--- config.mk ---
export PLATFORM = sky130hd
export DESIGN_NAME = segmented_led_level_meter
export DESIGN_NICKNAME = d
export VERILOG_FILES = /design/src/slm_pkg.sv /design/src/slm_front.sv /design/src/slm_queue.sv /design/src/slm_back.sv /design/src/segmented_led_level_meter.sv
export VERILOG_INCLUDE_DIRS = /design/src /design/src/src
export SDC_FILE = /design/constraint.sdc
export NUM_CORES = 1
export LEC_CHECK = 0
export ABC_CLOCK_PERIOD_IN_PS = 6300
export BUFFER_PORTS_ARGS = -buffer_cell sky130_fd_sc_hd__buf_2
export CAP_MARGIN = 25
export CORE_MARGIN = 4
export CORE_UTILIZATION = 26
export DETAILED_ROUTE_END_ITERATION = 10
export GPL_ROUTABILITY_DRIVEN = 0
export PLACE_DENSITY = 0.37
export SLEW_MARGIN = 20
export SYNTH_ARGS = -nofsm -noshare
export SYNTH_HDL_FRONTEND = slang
export SYNTH_SLANG_ARGS = --single-unit
--- constraint.sdc ---
create_clock -name clock -period 6.3 [get_ports clock]
set_input_delay 0.945 -clock clock [delete_from_list [all_inputs] [get_ports clock]]
set_output_delay 0.945 -clock clock [all_outputs]
set_load 0.02 [all_outputs]
--- src/segmented_led_level_meter_assert.svh ---
// Assertion macros used by the level meter RTL.
// Depends on nothing; included by the modules that carry checks.
`ifndef SEGMENTED_LED_LEVEL_METER_ASSERT_SVH
`define SEGMENTED_LED_LEVEL_METER_ASSERT_SVH

// Same-cycle implication, disabled while reset is high.
`define SLM_ASSERT_IMPLY(lbl, clk, rst, ante, cons, msg) \
   lbl: assert property (@(posedge clk) disable iff (rst) (ante) |-> (cons)) else $error(msg);

// Next-cycle implication, disabled while reset is high.
`define SLM_ASSERT_NEXT(lbl, clk, rst, ante, cons, msg) \
   lbl: assert property (@(posedge clk) disable iff (rst) (ante) |=> (cons)) else $error(msg);

`endif

--- src/slm_pkg.sv ---
// Types and constants of the segmented LED level meter.
// Used by the front, queue, back and top-level modules; depends on nothing.
package slm_pkg;

   // Width of a beam length, a lit count and an LED position.
   localparam int LEN_W = 5;
   // Depth of the beam queue between front and back.
   localparam int Q_DEPTH = 2;
   localparam int Q_PTR_W = $clog2(Q_DEPTH);
   localparam int Q_CNT_W = $clog2(Q_DEPTH + 1);

   // Level thresholds in units of 1/16 dB.
   localparam logic signed [11:0] LVL_20DB = 12'sd320;
   localparam logic signed [11:0] LVL_45DB = 12'sd720;
   localparam logic signed [11:0] LVL_70DB = 12'sd1120;

   // Frame delimiters.
   localparam logic [31:0] START_WORD = 32'h0000_0000;
   localparam logic [31:0] END_WORD   = 32'hFFFF_FFFF;

   // Configuration register indexes.
   localparam int CSR_IDX_W = 3;
   localparam logic [CSR_IDX_W-1:0] CSR_GREEN  = 3'd0;
   localparam logic [CSR_IDX_W-1:0] CSR_YELLOW = 3'd1;
   localparam logic [CSR_IDX_W-1:0] CSR_ORANGE = 3'd2;
   localparam logic [CSR_IDX_W-1:0] CSR_RED    = 3'd3;
   localparam logic [CSR_IDX_W-1:0] CSR_OFF    = 3'd4;

   typedef struct packed {
      logic signed [11:0] level_db;
      logic [4:0]         beam_length;
      logic               reversed;
      logic               last_beam;
   } req_type;

   typedef struct packed {
      logic [31:0] led_word;
      logic        last_word;
   } rsp_type;

   // One classified beam, as handed from the front to the back.
   typedef struct packed {
      logic             start;   // start word goes first
      logic             fin;     // end word goes last
      logic             rev;
      logic [LEN_W-1:0] len;     // saturated LED count
      logic [LEN_W-1:0] lit;     // lit LED count
      logic [LEN_W-1:0] s1;      // top of the green band
      logic [LEN_W-1:0] s2;      // top of the yellow band
      logic [LEN_W-1:0] s3;      // top of the orange band
   } desc_type;

   // Queue status seen by the front and the back.
   typedef struct packed {
      logic full;
      logic valid;
   } q_stat_type;

endpackage

--- src/slm_front.sv ---
// Front part of the level meter: accepts requests, quantizes the level and
// tracks frame state. Depends on slm_pkg.
module slm_front
   import slm_pkg::*;
#(
   parameter int MAX_BEAM_LEDS = 16
) (
   input  logic       clock,
   input  logic       reset,
   input  logic       push,
   input  q_stat_type q_stat,
   input  req_type    req_data,
   output logic       desc_push,
   output desc_type   desc
);

   logic             frame_open_ff;
   logic             frame_open_in;
   logic [LEN_W-1:0] len;
   logic [LEN_W-1:0] q1;
   logic [LEN_W-1:0] s1;

   assign desc_push = push && !q_stat.full;

   // Saturate the beam length and derive the lit count and colour bands.
   always_comb begin
      if (int'(req_data.beam_length) > MAX_BEAM_LEDS) begin
         len = LEN_W'(MAX_BEAM_LEDS);
      end else begin
         len = req_data.beam_length;
      end
      q1 = len >> 2;
      // One extra bit keeps the rounding sum from wrapping on the longest beams.
      s1 = LEN_W'(({1'b0, len} + (LEN_W + 1)'(2)) >> 2);

      desc.start = !frame_open_ff;
      desc.fin   = req_data.last_beam;
      desc.rev   = req_data.reversed;
      desc.len   = len;
      desc.s1    = s1;
      desc.s2    = s1 << 1;
      desc.s3    = (s1 << 1) + s1;

      if (req_data.level_db >= LVL_70DB) begin
         desc.lit = len;
      end else if (req_data.level_db < 12'sd0) begin
         desc.lit = '0;
      end else if (req_data.level_db <= LVL_20DB) begin
         desc.lit = q1;
      end else if (req_data.level_db <= LVL_45DB) begin
         desc.lit = q1 << 1;
      end else begin
         desc.lit = (q1 << 1) + q1;
      end
   end

   // A beam that ends the frame makes the next beam open a new one.
   always_comb begin
      frame_open_in = frame_open_ff;
      if (desc_push) begin
         frame_open_in = !req_data.last_beam;
      end
   end

   always_ff @(posedge clock) begin
      if (reset) begin
         frame_open_ff <= 1'b0;
      end else begin
         frame_open_ff <= frame_open_in;
      end
   end

endmodule

--- src/slm_queue.sv ---
// Short beam queue between the front and the back of the level meter.
// Depends on slm_pkg.
module slm_queue
   import slm_pkg::*;
(
   input  logic       clock,
   input  logic       reset,
   input  logic       wr_en,
   input  desc_type   wr_data,
   input  logic       rd_en,
   output q_stat_type q_stat,
   output desc_type   rd_data
);

   desc_type             entry_ff [Q_DEPTH];
   logic [Q_PTR_W-1:0]   wr_ptr_ff;
   logic [Q_PTR_W-1:0]   wr_ptr_in;
   logic [Q_PTR_W-1:0]   rd_ptr_ff;
   logic [Q_PTR_W-1:0]   rd_ptr_in;
   logic [Q_CNT_W-1:0]   count_ff;
   logic [Q_CNT_W-1:0]   count_in;

   assign q_stat.full  = (count_ff == Q_CNT_W'(Q_DEPTH));
   assign q_stat.valid = (count_ff != '0);
   assign rd_data      = entry_ff[rd_ptr_ff];

   // Pointer and fill count updates.
   always_comb begin
      wr_ptr_in = wr_ptr_ff;
      rd_ptr_in = rd_ptr_ff;
      count_in  = count_ff;
      if (wr_en) begin
         wr_ptr_in = (wr_ptr_ff == Q_PTR_W'(Q_DEPTH - 1)) ? '0 : wr_ptr_ff + 1'b1;
      end
      if (rd_en) begin
         rd_ptr_in = (rd_ptr_ff == Q_PTR_W'(Q_DEPTH - 1)) ? '0 : rd_ptr_ff + 1'b1;
      end
      if (wr_en && !rd_en) begin
         count_in = count_ff + 1'b1;
      end else if (rd_en && !wr_en) begin
         count_in = count_ff - 1'b1;
      end
   end

   always_ff @(posedge clock) begin
      if (reset) begin
         wr_ptr_ff <= '0;
         rd_ptr_ff <= '0;
         count_ff  <= '0;
      end else begin
         wr_ptr_ff <= wr_ptr_in;
         rd_ptr_ff <= rd_ptr_in;
         count_ff  <= count_in;
      end
   end

   // Entry storage.
   always_ff @(posedge clock) begin
      if (wr_en) begin
         entry_ff[wr_ptr_ff] <= wr_data;
      end
   end

endmodule

--- src/slm_back.sv ---
// Back part of the level meter: walks one queued beam word by word and
// holds the colour registers and the output register. Depends on slm_pkg.
`include "segmented_led_level_meter_assert.svh"

module slm_back
   import slm_pkg::*;
(
   input  logic                 clock,
   input  logic                 reset,
   input  q_stat_type           q_stat,
   input  desc_type             head,
   output logic                 q_pop,
   input  logic                 pop,
   output logic                 empty,
   output rsp_type              rsp_data,
   input  logic                 csr_we,
   input  logic [CSR_IDX_W-1:0] csr_index,
   input  logic [31:0]          csr_wdata
);

   typedef enum logic {PH_START, PH_BODY} phase_type;
   typedef enum logic [1:0] {K_NONE, K_START, K_LED, K_END} kind_type;

   phase_type        phase_ff;
   phase_type        phase_in;
   logic [LEN_W-1:0] led_idx_ff;
   logic [LEN_W-1:0] led_idx_in;
   logic             rsp_valid_ff;
   rsp_type          rsp_data_ff;

   logic [31:0] green_ff, yellow_ff, orange_ff, red_ff, off_ff;

   kind_type         kind;
   logic             slot_free;
   logic             emit;
   logic             word_last;
   logic             led_lit;
   logic [LEN_W-1:0] pos;
   logic [LEN_W-1:0] unlit;
   logic [31:0]      lit_word;
   logic [31:0]      word;

   assign empty     = !rsp_valid_ff;
   assign rsp_data  = rsp_data_ff;
   assign slot_free = !rsp_valid_ff || pop;
   assign unlit     = head.len - head.lit;

   // Pick the next word of the beam at the head of the queue.
   always_comb begin
      if (!q_stat.valid) begin
         kind = K_NONE;
      end else if (phase_ff == PH_START && head.start) begin
         kind = K_START;
      end else if (led_idx_ff < head.len) begin
         kind = K_LED;
      end else if (head.fin) begin
         kind = K_END;
      end else begin
         kind = K_NONE;
      end
   end

   // Whether this LED is lit and its position from the bottom of the beam.
   always_comb begin
      if (!head.rev) begin
         led_lit = (led_idx_ff < head.lit);
         pos     = led_idx_ff + 1'b1;
      end else begin
         led_lit = (led_idx_ff >= unlit);
         pos     = head.len - led_idx_ff;
      end
   end

   // Colour band of a lit LED; the top LED is always red.
   always_comb begin
      if (pos == head.len) begin
         lit_word = red_ff;
      end else if (pos <= head.s1) begin
         lit_word = green_ff;
      end else if (pos <= head.s2) begin
         lit_word = yellow_ff;
      end else if (pos <= head.s3) begin
         lit_word = orange_ff;
      end else begin
         lit_word = red_ff;
      end
   end

   // Word value and whether it closes the request's results.
   always_comb begin
      case (kind)
         K_START: begin
            word      = START_WORD;
            word_last = (head.len == '0) && !head.fin;
         end
         K_LED: begin
            word      = led_lit ? lit_word : off_ff;
            word_last = (led_idx_ff + 1'b1 == head.len) && !head.fin;
         end
         K_END: begin
            word      = END_WORD;
            word_last = 1'b1;
         end
         default: begin
            word      = off_ff;
            word_last = 1'b0;
         end
      endcase
   end

   assign emit  = (kind != K_NONE) && slot_free;
   // A beam with no words at all is dropped without using the output slot.
   assign q_pop = q_stat.valid && ((kind == K_NONE) || (emit && word_last));

   // Sequencer progress through the head beam.
   always_comb begin
      phase_in   = phase_ff;
      led_idx_in = led_idx_ff;
      if (q_pop) begin
         phase_in   = PH_START;
         led_idx_in = '0;
      end else if (emit) begin
         phase_in = PH_BODY;
         if (kind == K_LED) begin
            led_idx_in = led_idx_ff + 1'b1;
         end
      end
   end

   // Sequencer state and output register.
   always_ff @(posedge clock) begin
      if (reset) begin
         phase_ff     <= PH_START;
         led_idx_ff   <= '0;
         rsp_valid_ff <= 1'b0;
      end else begin
         phase_ff   <= phase_in;
         led_idx_ff <= led_idx_in;
         if (emit) begin
            rsp_valid_ff          <= 1'b1;
            rsp_data_ff.led_word  <= word;
            rsp_data_ff.last_word <= word_last;
         end else if (pop) begin
            rsp_valid_ff <= 1'b0;
         end
      end
   end

   // Colour registers; unknown indexes are ignored.
   always_ff @(posedge clock) begin
      if (reset) begin
         green_ff  <= '0;
         yellow_ff <= '0;
         orange_ff <= '0;
         red_ff    <= '0;
         off_ff    <= '0;
      end else if (csr_we) begin
         case (csr_index)
            CSR_GREEN:  green_ff  <= csr_wdata;
            CSR_YELLOW: yellow_ff <= csr_wdata;
            CSR_ORANGE: orange_ff <= csr_wdata;
            CSR_RED:    red_ff    <= csr_wdata;
            CSR_OFF:    off_ff    <= csr_wdata;
            default: ;
         endcase
      end
   end

   // The LED counter never runs past the beam it walks.
   `SLM_ASSERT_IMPLY(a_idx_in_beam, clock, reset, q_stat.valid, led_idx_ff <= head.len, "LED index beyond beam length")
   // With no beam queued the sequencer rests at its starting point.
   `SLM_ASSERT_IMPLY(a_idle_rest, clock, reset, !q_stat.valid, (phase_ff == PH_START) && (led_idx_ff == '0), "sequencer not at rest while queue is empty")
   // A word written to the output slot is shown in the next cycle.
   `SLM_ASSERT_NEXT(a_emit_shown, clock, reset, emit, !empty, "emitted word not presented")
   // The front never marks more LEDs lit than the beam has.
   `SLM_ASSERT_IMPLY(a_lit_le_len, clock, reset, q_stat.valid, head.lit <= head.len, "lit count exceeds beam length")

endmodule

--- src/segmented_led_level_meter.sv ---
// Segmented LED level meter top level: front, beam queue and back.
// Depends on slm_pkg, slm_front, slm_queue and slm_back.
//
// Usage: a beam request (level, LED count, mounting direction, last-beam
// flag) is written with push while full is low. The meter answers with a
// stream of 32-bit LED words read with pop while empty is low: a start word
// before the first beam of a frame, one word per LED in strip order, and an
// end word after a beam that closes the frame. last_word marks the final
// word of each request; a request that yields no word gives no response.
// The first word of a beam passes the beam queue and the output register
// before it shows on the response port when the back is idle. The back
// sequencer emits one word per cycle while the output slot is free: any
// start word, one word per LED and any end word; a beam with no words is
// dropped from the queue. A two-entry beam queue lets requests be taken
// while the back works. Reset clears the colour registers to zero, empties
// queue and output, and makes the next beam open a frame. When the receiver
// holds pop low the output word stays put, the back stalls and the queue
// fills up to full. The user writes the colour registers through the csr
// port while the meter is idle; the block itself does not enforce it.
module segmented_led_level_meter
   import slm_pkg::*;
#(
   parameter int MAX_BEAM_LEDS = 16
) (
   input  logic                 clock,
   input  logic                 reset,
   input  logic                 push,
   output logic                 full,
   input  req_type              req_data,
   input  logic                 pop,
   output logic                 empty,
   output rsp_type              rsp_data,
   input  logic                 csr_we,
   input  logic [CSR_IDX_W-1:0] csr_index,
   input  logic [31:0]          csr_wdata
);

   q_stat_type q_stat;
   desc_type   desc;
   desc_type   head;
   logic       desc_push;
   logic       q_pop;

   assign full = q_stat.full;

   slm_front #(
      .MAX_BEAM_LEDS(MAX_BEAM_LEDS)
   ) u_front (
      .clock    (clock),
      .reset    (reset),
      .push     (push),
      .q_stat   (q_stat),
      .req_data (req_data),
      .desc_push(desc_push),
      .desc     (desc)
   );

   slm_queue u_queue (
      .clock  (clock),
      .reset  (reset),
      .wr_en  (desc_push),
      .wr_data(desc),
      .rd_en  (q_pop),
      .q_stat (q_stat),
      .rd_data(head)
   );

   slm_back u_back (
      .clock    (clock),
      .reset    (reset),
      .q_stat   (q_stat),
      .head     (head),
      .q_pop    (q_pop),
      .pop      (pop),
      .empty    (empty),
      .rsp_data (rsp_data),
      .csr_we   (csr_we),
      .csr_index(csr_index),
      .csr_wdata(csr_wdata)
   );

endmodule
**Word level (Yosys, flattened, before mapping)**

Memories as Yosys holds them, arrays and structs flattened. A register that Yosys moved wholly into a read port is not among the register bits.
Cells that the tools add are included.

- Register bits: 205
- Memory bits (writable): 52
- Input port bits: 59
- Output and inout port bits: 35
- Logic and storage cells: 109
- Memories kept: 1

Memories:

| name | depth | bits a word | read ports | clocked after Yosys merged registers in | wr ports | RTL line | text |
|---|---|---|---|---|---|---|---|
| u_queue.entry_ff | 2 | 26 | 1 | 1 | 1 | slm_queue.sv:15 | `desc_type entry_ff [Q_DEPTH];` |

- Add/sub/neg operators: 10
- Magnitude comparators: 11
- Eq/ne operators: 10
- Multiplexer cells: 28
- Bitwise operators: 2
- Reduce and logical (&&, ||, !) cells: 33

Operators by type and width:

| cell | count |
|---|---|
| $mux 32 | 5 |
| $pmux 32 s3 | 1 |
| $mux 5 | 6 |
| $le 5x5->1 | 3 |
| $reduce_and 2->1 | 7 |
| $ge 12x12->1 const B | 1 |
| $le 12x10->1 const B | 1 |
| $le 12x11->1 const B | 1 |
| $lt 12x1->1 const B | 1 |
| $mux 2 | 6 |
| $eq 5x5->1 | 2 |
| $lt 5x5->1 | 2 |
| $sub 5x5->5 | 2 |
| $logic_and 1x1->1 | 9 |
| $mux 1 | 9 |
| $reduce_bool 2->1 | 4 |
| $logic_not 1->1 | 7 |
| $add 5x2->6 const B | 1 |
| $eq 2x2->1 const B | 3 |
| $eq 3x2->1 const B | 2 |
| $add 4x3->5 | 1 |
| $add 5x1->5 const B | 1 |
| $add 5x4->5 | 1 |
| $ge 5x5->1 | 1 |
| other kinds (14) | 17 |

**Longest topological paths before layout**

- Depth in word-level cells: 12
- Mapped depth: 20
- Gate-level depth less buffers: 19

**Cells and area by module**

A second synthesis with hierarchy kept.

- Cells, all modules: 1418
- Area total of the unflattened synthesis: 12759.7 µm²

Modules (own cells, without submodules):

| module | instances | cells each | area an instance (µm²) | seq. area each (µm²) |
|---|---|---|---|---|
| slm_back | 1 | 1240 | 9964.6 | 4334.2 |
| slm_queue | 1 | 109 | 2234.6 | 1781.7 |
| slm_front | 1 | 69 | 560.5 | 20.0 |

**Worst setup path after synthesis**

OpenSTA, ideal clock, no wires.

- Path type: register to register
- Start: register (tool-made name)
- End: register u_back.rsp_data_ff (netlist bit u_back.rsp_data[0]) (enable)
- Setup time: 0.464 ns
- Arrival time: 4.654 ns
- Required time: 5.836 ns
- Slack: 1.182 ns
- Cell stages (with the launch flop): 13
- Clock period less this slack: 5.118 ns
- Cells stage by stage: dfxtp_1 > buf_4 > mux2i_1 > inv_1 > ha_1 > nand2b_1 > a21oi_1 > o21ai_0 > a22oi_1 > nor2b_1 > or3_1 > ha_1 > nor3_1

RTL lines:

| what | RTL line | text |
|---|---|---|
| end, declared | slm_back.sv:29 | `rsp_type rsp_data_ff;` |

==> metrics.md <==
| Metric | Value |
|---|---|
| CTS Hold Bufs | `0` |
| CTS clk-pin slew, worst paths | `60 ps` |
| CTS tree | `built` |
| Max Slew Vio Count | `0` |
| Cell Area, Synth | `11900 sq um` |
| Power Total | `0.00564 W` |
| Hpwl dp | `22.8 mm` |
| Final core utilization | `30.9%` |
| Compound-cell area share of the yosys netlist | `17.1%` |
| Initial drt markers | `540` |
| CTS buffer count | `31` |
| RSZ-0062 raised after global routing | `no` |
| Max_slew headroom | `35.5%` |
| Slew @ Worst Pin | `965 ps` |
| Clock sink count | `248` |
| Postcts setup bufs | `0` |
| DR vias | `9582` |
| WL/cell | `19.1 microns` |
| Status | `complete, no violations` |
| # diodes | `0` |
| Starting Density | `26.2%` |
| Die area | `49100 sq um` |
| # H-tree levels | `1` |
| Final WL | `38.9 mm` |
| Worst Setup EP | `u_back.rsp_data[4]$_DFFE_PP_` |
| Ports | `94` |
| Die height | `222 microns` |
| Fin crit period | `5150 ps` |
| Initial DRT Pass Iterations | `5` |
| Critical Path RT | `6610 ps` |
| Synth top area cells | `dfxtp_1 (29%), edfxtp_1 (19%), nand2_1 (12%)` |
| Arr. time, crit path | `5460 ps` |
| DR vias/cell | `4.71` |
| Worst r2r path cells | `16` |
| Register area share after synthesis | `48.2%` |
| Chip width | `222 microns` |
| CTS max path bufs | `3` |
| Setup crit start kind | `flop` |
| Synth cell types | `59` |
| Core area | `45300 sq um` |
| Synth warnings | `0` |
| Pleak | `5.37 nW` |
| Final setup violation count | `0` |
| Fraction of layout cells with a size suffix above 1 | `12.5%` |
| Post-synth top area share | `29.2%` |
| First-pass GRT wire length | `59.2 mm` |
| Pin count of the biggest net entering global routing | `65` |
| Synth Flop Type | `dfxtp_1` |
| Hold Crit Class | `flop to flop` |
| Min Hold Slack | `451 ps` |
| Setup TNS | `0 ps` |
| Cell with the most instances after synthesis | `nand2_1` |
| Worst reg2reg setup slack | `1150 ps` |
| EDFF count, synth | `75` |
| Yosys top cell by area | `dfxtp_1` |
| Hold Path Depth | `2` |
| Critical path class | `flop to flop` |
| XOR/XNOR share of the synthesized area | `2.11%` |
| Vias in the first global route | `9328` |
| # rows | `78` |
| Routed wl met3 | `1.68 mm` |
| Most frequent cells after synthesis | `nand2_1 (366), a21oi_1 (178), dfxtp_1 (173)` |
| Avg Synthesized Cell Area | `8.80 sq um` |
| DRC viols | `0` |
| Clk_lat worst skew | `590 ps` |
| Critical path fanouts, max | `14` |
| Clock skew | `28.1 ps` |
| Root buf cell | `clkbuf_16` |
| FF-to-FF End | `u_back.rsp_data[4]$_DFFE_PP_` |
| Mux share of post-synthesis cell area | `7.80%` |
| Final Hold Fails | `0` |
| Register bit total from synthesis | `248` |
| GRT Overall Usage | `15.3%` |
| Setup WS post-layout | `1150 ps` |
| Largest family of logic cells by synthesized area | `compound AO/OA/AOI/OAI gates` |
| Antenna violations before repair | `2` |
| VDD IR-drop max | `0.219 mV` |
| Port Buf Inserts | `93` |
| Post-CTS resize count | `0` |
| Post-synthesis async set-or-reset flop share | `0%` |
| Period utilization | `81.8%` |
| Max Cap Viol | `0` |
| M1 wire length | `18.6 mm` |
| Max Fclk | `194 MHz` |
| Adder-Cell Fraction of Synth Area | `4.94%` |
| Net count, final | `1515` |
| Top Layer Used | `met5` |
| Worst setup EP type | `flop` |
| Antenna-violating nets left | `0` |
| Pwr dens | `403 nW/um^2` |
| Cells after Synth | `1349` |
| Area growth from synthesis to layout | `17.8%` |
| GRT overflow | `0` |
| Simple-gate area share of the yosys netlist | `15.8%` |
| Worst slack, placed | `1030 ps` |
| Met2 routed WL | `18.1 mm` |
## routing by layer
metal  track usage (%)  vias to the layer above
li1                  -                     4775
met4              2.98                        4
met5                 0                        -
met1              21.5                     4569
met2              25.2                      186
met3              2.48                       48
## worst max-delay path: stages, from the launching register on
cell,delay (ps)
dfxtp_1,720
mux2i_1,440
ha_1,240
inv_1,50
fa_1,400
a211o_1,300
a31o_1,240
o22ai_1,280
ha_1,300
nand2_1,130
a211oi_1,90
o22ai_4,660
buf_4,440
mux2i_1,230
o21ai_0,90
mux2i_1,160
o21ai_1,80
## cells by family after synthesis
group,after synthesis
flops,248
mux,90
buf+inv,121
xor+xnor,27
simple gates,459
other cells,1
fa+ha+maj,45
compound gates,358
## sequential cells by signal, indices dropped and copies added, names as in the netlist, 5 cells and up, named ones only
register / count
u_queue.entry_ff: 42
u_back.rsp_data: 33
u_back.green_ff: 32
u_back.off_ff: 32
u_back.orange_ff: 32
u_back.red_ff: 32
u_back.yellow_ff: 32
u_back.led_idx_ff: 5
## through the flow
stage / cells / instance area, sq um
6_report: 2036 / 14000
5_1_grt: 2036 / 14000
2_1_floorplan: 1351 / 11900
3_3_place_gp: 1977 / 13000
4_1_cts: 2036 / 14000
3_5_place_dp: 1978 / 13000
## report_power, final
| part | internal [W] | switching [W] |
|---|---|---|
| Combinational | 0.000703 | 0.00133 |
| Sequential | 0.00183 | 0.0000835 |
| Clock | 0.000979 | 0.000712 |
## cells in the final DEF, fill, tap and decap left out, types with 31 or more instances in the layout
cell type and instances:
a31oi_1 34, a21oi_1 178, edfxtp_1 75, nand2_1 366
inv_1 31, clkbuf_16 32, dfxtp_1 173, nor2_1 36
buf_2 92, mux2i_1 84, ha_1 42, a21o_1 39
o21ai_0 71
## final cells by class
class                   instances  area [sq um]
inverters                      31           116
clock buffers                  52           906
fillers                      4814         31300
repair buffers                117           693
well taps                     600           751
clock inverters                 6          53.8
multi-input cells             982          5750
flip-flops and latches        248          5720
## how the worst min path moves through the flow
stage | startpoint | end
CTS | u_back.off_ff[31]$_SDFFE_PP0P_ | u_back.off_ff[31]$_SDFFE_PP0P_
global placement | u_back.green_ff[10]$_SDFFE_PP0P_ | u_back.green_ff[10]$_SDFFE_PP0P_
floorplan | u_back.green_ff[0]$_SDFFE_PP0P_ | u_back.green_ff[0]$_SDFFE_PP0P_
detailed placement | u_back.yellow_ff[19]$_SDFFE_PP0P_ | u_back.yellow_ff[19]$_SDFFE_PP0P_
finish | u_back.green_ff[20]$_SDFFE_PP0P_ | u_back.green_ff[20]$_SDFFE_PP0P_
global route | u_back.yellow_ff[15]$_SDFFE_PP0P_ | u_back.yellow_ff[15]$_SDFFE_PP0P_
Note: power is estimated with default switching activity, not from simulation.
